[src/rtl/core/assert_macros.svh]
// ----------------------------------------------------------------------------
// assert_macros.svh
// Assertion shorthands used by the top-level RTL file. All are clocked on clk and
// disabled while rst_n is low.
// ----------------------------------------------------------------------------
`ifndef ASSERT_MACROS_SVH
`define ASSERT_MACROS_SVH

// Expression must hold at every clock edge
`define ASSERT_ALWAYS(label, expr) \
    label: assert property (@(posedge clk) disable iff (!rst_n) (expr)) \
        else $error("%m: invariant violated");

// When ante holds, cons must hold in the same cycle
`define ASSERT_IMPLIES(label, ante, cons) \
    label: assert property (@(posedge clk) disable iff (!rst_n) (ante) |-> (cons)) \
        else $error("%m: implication violated");

`endif

[src/rtl/core/uflc_pkg.sv]
// ----------------------------------------------------------------------------
// uflc_pkg
// Shared types and constants of the union-find link/compress engine:
// transaction payloads, command codes, and controller/datapath interface.
// ----------------------------------------------------------------------------
package uflc_pkg;

    // Parent table geometry; every 16-bit label addresses a valid entry
    localparam int unsigned VERTEX_COUNT = 65536;
    localparam int unsigned VERTEX_W     = $clog2(VERTEX_COUNT);

    typedef logic [VERTEX_W-1:0] vertex_t;

    // Command codes; code 3 is reserved, leaves the table unchanged and returns a zero result
    typedef enum logic [1:0] {
        CMD_LINK      = 2'd0,
        CMD_LINK_SKIP = 2'd1,
        CMD_COMPRESS  = 2'd2
    } cmd_code_t;

    // Input transaction
    typedef struct packed {
        logic [1:0] cmd;
        vertex_t    vertex_a;
        vertex_t    vertex_b;
    } cmd_item_t;

    // Result transaction
    typedef struct packed {
        vertex_t root;
        logic    changed;
        logic    skipped;
    } rsp_item_t;

    // Read address sources
    typedef enum logic [2:0] {
        RD_IN_A,    // vertex_a of the transaction being accepted
        RD_A,       // latched vertex_a
        RD_B,       // latched vertex_b
        RD_DATA,    // last read data (pointer chase)
        RD_LOW,     // latched low label
        RD_HIGH     // larger of work register and read data
    } rd_src_t;

    // Write operations
    typedef enum logic [1:0] {
        WR_NONE,
        WR_CLEAR,     // entry[count] = count
        WR_COMPRESS,  // entry[a] = read data
        WR_LINK       // entry[high] = low
    } wr_op_t;

    // Work register sources
    typedef enum logic {
        WORK_IN_A,
        WORK_DATA
    } work_src_t;

    // Controller to datapath
    typedef struct packed {
        logic      load_item;
        rd_src_t   rd_sel;
        wr_op_t    wr_sel;
        logic      work_load;
        work_src_t work_src;
        logic      hl_load;
        logic      set_root;
        logic      set_changed;
        logic      set_skipped;
        logic      push;
    } dp_cmd_t;

    // Datapath to controller
    typedef struct packed {
        logic data_eq_work;
        logic data_eq_low;
        logic data_eq_high;
        logic work_eq_skip;
        logic clr_last;
    } dp_stat_t;

endpackage

[src/rtl/core/uflc_ctrl.sv]
// ----------------------------------------------------------------------------
// uflc_ctrl
// Sequencer of the union-find engine: table clearing pass, compress walk,
// root search for skip checks, Afforest link climb, and result handoff.
// ----------------------------------------------------------------------------
module uflc_ctrl
(
    input  logic               clk,
    input  logic               rst_n,
    input  logic               cmd_valid,
    input  logic [1:0]         cmd_op,
    output logic               cmd_stall,
    output logic               rsp_valid,
    input  logic               rsp_stall,
    input  uflc_pkg::dp_stat_t dp_stat,
    output uflc_pkg::dp_cmd_t  dp_cmd
);

    typedef enum logic [3:0] {
        ST_CLEAR,
        ST_IDLE,
        ST_C_RD_P,
        ST_C_CHK,
        ST_F_CHK,
        ST_L_RD_B,
        ST_L_CMP,
        ST_L_PH,
        ST_L_RD_LOW,
        ST_RESP
    } state_t;

    state_t state_reg;
    state_t state_next;
    logic   rsp_valid_reg;
    logic   rsp_valid_next;

    assign cmd_stall = (state_reg != ST_IDLE);
    assign rsp_valid = rsp_valid_reg;

    // Next state and datapath commands
    always_comb
    begin
        state_next = state_reg;
        dp_cmd     = '0;
        dp_cmd.rd_sel   = uflc_pkg::RD_DATA;
        dp_cmd.wr_sel   = uflc_pkg::WR_NONE;
        dp_cmd.work_src = uflc_pkg::WORK_DATA;
        unique case (state_reg)
            ST_CLEAR:
            begin
                dp_cmd.wr_sel = uflc_pkg::WR_CLEAR;
                if (dp_stat.clr_last)
                begin
                    state_next = ST_IDLE;
                end
            end
            ST_IDLE:
            begin
                // Start reading parent[a] while the transaction is taken
                dp_cmd.rd_sel   = uflc_pkg::RD_IN_A;
                dp_cmd.work_src = uflc_pkg::WORK_IN_A;
                if (cmd_valid)
                begin
                    dp_cmd.load_item = 1'b1;
                    dp_cmd.work_load = 1'b1;
                    unique case (cmd_op)
                        uflc_pkg::CMD_LINK:      state_next = ST_L_RD_B;
                        uflc_pkg::CMD_LINK_SKIP: state_next = ST_F_CHK;
                        uflc_pkg::CMD_COMPRESS:  state_next = ST_C_RD_P;
                        default:                 state_next = ST_RESP;
                    endcase
                end
            end
            ST_C_RD_P:
            begin
                // work = p, read grandparent
                dp_cmd.work_load = 1'b1;
                state_next       = ST_C_CHK;
            end
            ST_C_CHK:
            begin
                if (dp_stat.data_eq_work)
                begin
                    dp_cmd.set_root = 1'b1;
                    state_next      = ST_RESP;
                end
                else
                begin
                    // parent[a] = g, then climb from g
                    dp_cmd.wr_sel      = uflc_pkg::WR_COMPRESS;
                    dp_cmd.set_changed = 1'b1;
                    dp_cmd.work_load   = 1'b1;
                end
            end
            ST_F_CHK:
            begin
                if (dp_stat.data_eq_work)
                begin
                    if (dp_stat.work_eq_skip)
                    begin
                        dp_cmd.set_skipped = 1'b1;
                        state_next         = ST_RESP;
                    end
                    else
                    begin
                        dp_cmd.rd_sel = uflc_pkg::RD_A;
                        state_next    = ST_L_RD_B;
                    end
                end
                else
                begin
                    dp_cmd.work_load = 1'b1;
                end
            end
            ST_L_RD_B:
            begin
                // work = p1, read p2
                dp_cmd.work_load = 1'b1;
                dp_cmd.rd_sel    = uflc_pkg::RD_B;
                state_next       = ST_L_CMP;
            end
            ST_L_CMP:
            begin
                if (dp_stat.data_eq_work)
                begin
                    state_next = ST_RESP;
                end
                else
                begin
                    dp_cmd.hl_load = 1'b1;
                    dp_cmd.rd_sel  = uflc_pkg::RD_HIGH;
                    state_next     = ST_L_PH;
                end
            end
            ST_L_PH:
            begin
                if (dp_stat.data_eq_low)
                begin
                    state_next = ST_RESP;
                end
                else if (dp_stat.data_eq_high)
                begin
                    // high is a root: hook it under low
                    dp_cmd.wr_sel      = uflc_pkg::WR_LINK;
                    dp_cmd.set_changed = 1'b1;
                    state_next         = ST_RESP;
                end
                else
                begin
                    state_next = ST_L_RD_LOW;
                end
            end
            ST_L_RD_LOW:
            begin
                // work = parent[ph], read parent[low]
                dp_cmd.work_load = 1'b1;
                dp_cmd.rd_sel    = uflc_pkg::RD_LOW;
                state_next       = ST_L_CMP;
            end
            ST_RESP:
            begin
                if (!rsp_valid_reg || !rsp_stall)
                begin
                    dp_cmd.push = 1'b1;
                    state_next  = ST_IDLE;
                end
            end
            default:
            begin
                state_next = ST_IDLE;
            end
        endcase
    end

    // Output slot occupancy
    always_comb
    begin
        rsp_valid_next = rsp_valid_reg;
        if (dp_cmd.push)
        begin
            rsp_valid_next = 1'b1;
        end
        else if (!rsp_stall)
        begin
            rsp_valid_next = 1'b0;
        end
    end

    // State and registered outputs
    always_ff @(posedge clk or negedge rst_n)
    begin
        if (!rst_n)
        begin
            state_reg     <= ST_CLEAR;
            rsp_valid_reg <= 1'b0;
        end
        else
        begin
            state_reg     <= state_next;
            rsp_valid_reg <= rsp_valid_next;
        end
    end

endmodule

[config.mk]
export PLATFORM = sky130hd
export DESIGN_NAME = uflc_ctrl
export DESIGN_NICKNAME = d
export VERILOG_FILES = /design/src/rtl/core/assert_macros.svh /design/src/rtl/core/uflc_pkg.sv /design/src/rtl/core/uflc_ctrl.sv
export SDC_FILE = /design/constraint.sdc
export NUM_CORES = 1
export LEC_CHECK = 0
export BUFFER_PORTS_ARGS = -buffer_cell sky130_fd_sc_hd__buf_4
export CAP_MARGIN = 40
export CORE_MARGIN = 1
export CORE_UTILIZATION = 30
export CTS_CLUSTER_SIZE = 30
export DETAILED_ROUTE_END_ITERATION = 12
export PLACE_DENSITY = 0.53
export REMOVE_ABC_BUFFERS = 1
export SLEW_MARGIN = 0
export SYNTH_ARGS = -nofsm -noshare
export SYNTH_HDL_FRONTEND = slang
export SYNTH_SLANG_ARGS = --single-unit
[constraint.sdc]
create_clock -name clk -period 4.8 [get_ports clk]
set_clock_uncertainty 0.05 [all_clocks]
set_input_delay 0.96 -clock clk [delete_from_list [all_inputs] [get_ports clk]]
set_output_delay 0.96 -clock clk [all_outputs]
set_load 0.02 [all_outputs]
==> impl_metrics.py <==
metrics = {
    "placement": {
        "routabilityCongestion": 0.732,
        "place_area_sq_um": 832,
        "io_buffers": 25,
        "dpl.cell_count": 131,
        "dpl_worst_slack_ns": 2.00,
        "place_hpwl_um": 1310,
    },
    "routing": {
        "wl_um": 1720,
        "dr_total_vias": 707,
        "drt-pass1-iter-count": 4,
        "ant_nets": 0,
        "wl_per_cell_um": 12.8,
        "drc_errors": 0,
        "drt_iter0_drc": 8,
        "drt-vias-per-instance": 5.24,
    },
    "finish": {
        "antennaDiodeCount": 0,
        "area_delta_synth_final_pct": 29.2,
        "fin_area_sq_um": 858,
        "instances_no_fill": 135,
        "layout.nets": 124,
        "drive_gt1_share_pct": 29.6,
        "fillers": 217,
        "largest_register_ffs": 4,
    },
    "power_and_ir_drop": {
        "seqPwrFrac_pct": 21.5,
        "ir_drop_uv": 369,
        "internal_power_mw": 0.267,
        "pwr-share-comb_pct": 69.7,
        "clockPowerShare_pct": 8.9,
        "p_leak_nw": 0.406,
        "p_switching_mw": 0.288,
        "sw_frac_of_total_pct": 51.9,
        "p_per_area_mw_per_mm2": 647,
    },
    "clock_tree": {
        "insertion_delay_ns": 0.25,
        "cts_tree": "done",
        "cts_setup_buffers": 0,
        "htree_levels": 1,
        "cts_made_buffers": 3,
        "clock_path_buffers": 2,
        "hold_buffers": 0,
        "cts_resized": 0,
        "clock_sinks": 5,
        "path_clk_slew_ns": 0.04,
        "cts-root-buf": "clkbuf_4",
    },
    "yosys": {
        "ys_seq_area_share_pct": 18.8,
        "netlist_top_cells_area": "dfrtp_1 19%, ha_1 7.5%, buf_4 5.6%",
        "syn_avg_cell_area_sq_um": 7.55,
        "synth.largest_area_cell": "dfrtp_1",
        "syn_inst": 88,
        "synth_seq_cells": 5,
        "synth.distinct_cells": 38,
        "synth_top_flop_cell": "dfrtp_1",
        "synthArstFlopShare_pct": 100,
        "yosys_warnings": 0,
        "synth_top_area_share_pct": 18.8,
        "synth_area_sq_um": 664,
        "synth_edf_count": 0,
    },
    "critical_path": {
        "cp-startpoint": "state_reg[2]",
        "r2r_cells": 4,
        "reg2reg_to": "state_reg[0]",
        "path_class": "register to output port",
        "end_kind": "output port",
        "reg2reg_slack_ns": 2.86,
        "startpoint_type": "register",
        "crit_required_ns": 3.79,
        "arrival_ns": 1.90,
        "crit_fanout": 19,
        "regToRegStartpoint": "state_reg[2]",
    },
    "timing": {
        "rsz0062_at_grt": "no",
        "hold_viol_final": 0,
        "whs_ns": 0.453,
        "worstMarginPinSlew_ns": 0.607,
        "relSlewSlack_pct": 59.5,
        "setup_viol": 0,
        "fin_ws_ns": 1.89,
        "min_period_over_period_pct": 60.6,
        "fin_crit_ns": 2.91,
        "fmax_mhz": 344,
        "slew_violations": 0,
        "fin_tns_setup_ns": 0,
    },
    "hold_path": {
        "hold_path_class": "input pin to asynchronous set/reset pin",
    },
    "floorplan": {
        "core-area_sq_mm": 0.00202,
        "io_pins": 26,
        "row_count": 16,
        "floorplan.initialDensity_pct": 32.9,
        "die_area_sq_mm": 0.00241,
        "die_y_um": 49.1,
        "die_w_um": 49.1,
    },
    "global_routing": {
        "antenna_found_initial": 0,
        "grt_max_degree": 20,
        "gr-total-overflow": 0,
        "grt_pass1_wl_um": 2750,
        "grt_pass1_vias": 624,
        "grt_usage_pct": 14.5,
    },
    "status": {
        "status": "complete, no violations",
    },
    "flow_run": {
        "maxCapViolCount": 0,
    },
}
[cell type report]
type,instances,area (sq um),share of cell area [%]
sequential,5,125,14.6
inverter,7,26.3,3.06
tap,27,33.8,3.94
timing repair buffer,25,188,21.9
clock buffer,4,26.3,3.06
multi-input combinational,67,459,53.5
[synth_stat cells, types with 2 or more instances]
cell,n
ha_1,4
a21o_1,2
nor3_1,4
clkbuf_1,3
inv_1,6
o22ai_1,3
nand2_1,4
mux2i_1,2
o32a_1,2
dfrtp_1,5
a21oi_1,7
o21ai_1,5
nand2b_1,3
o31ai_1,2
nor2_1,9
buf_4,5
[critical path, stage by stage, from the launching register on]
cell	delay, ns
dfrtp_1	0.72
nand2b_1	0.27
o31a_1	0.29
o21ai_1	0.12
a21boi_1	0.08
buf_4	0.15
[worst max path at each step]
stage / end / cells past startpoint
after floorplan: dp_cmd[2] / 3
after global placement: dp_cmd[10] / 6
after detailed placement: dp_cmd[10] / 6
after CTS: dp_cmd[10] / 5
after global routing: dp_cmd[10] / 5
final: dp_cmd[10] / 5
[stage by stage]
stage / utilization [%] / power (mW)
floorplan: - / 0.363
global placement: 41.2 / 0.511
detailed placement: 41.2 / 0.507
CTS: 42.5 / 0.559
global route: 42.5 / 0.600
finish: 42.5 / 0.555
[power by group through the flow]
| stage | Sequential (mW) | Clock [mW] | Combinational (mW) |
|---|---|---|---|
| after floorplan | 0.105 | 0 | 0.257 |
| after global placement | 0.121 | 0 | 0.391 |
| after detailed placement | 0.119 | 0 | 0.388 |
| after CTS | 0.118 | 0.0514 | 0.389 |
| after global routing | 0.125 | 0.0563 | 0.419 |
| final | 0.119 | 0.0492 | 0.387 |
[routing by layer]
metal / share of wire [%] / track usage [%] / up-vias
met3: 6.9 / 5.61 / 0
li1: - / - / 356
met2: 46 / 22.6 / 22
met4: 0 / 1.47 / 0
met1: 47 / 19.4 / 329
met5: 0 / 0 / -
[placed cells by master, fill, tap and decap left out, types with 2 or more instances in the layout]
| master | n |
|---|---|
| a21o_1 | 2 |
| a21oi_1 | 7 |
| buf_4 | 25 |
| clkbuf_4 | 3 |
| dfrtp_1 | 5 |
| ha_1 | 4 |
| inv_1 | 6 |
| mux2i_1 | 2 |
| nand2_1 | 4 |
| nand2b_1 | 3 |
| nor2_1 | 9 |
| nor3_1 | 4 |
| o21ai_1 | 5 |
| o22ai_1 | 3 |
| o31ai_1 | 2 |
| o32a_1 | 2 |
[cell families after synthesis]
group,Yosys count,synth area share (%)
flops,5,18.8
compound gates,30,31.1
simple gates,30,25.4
fa+ha+maj,4,7.53
buf+inv,16,12.1
mux,3,5.08
(Power assumes the default switching activity.)
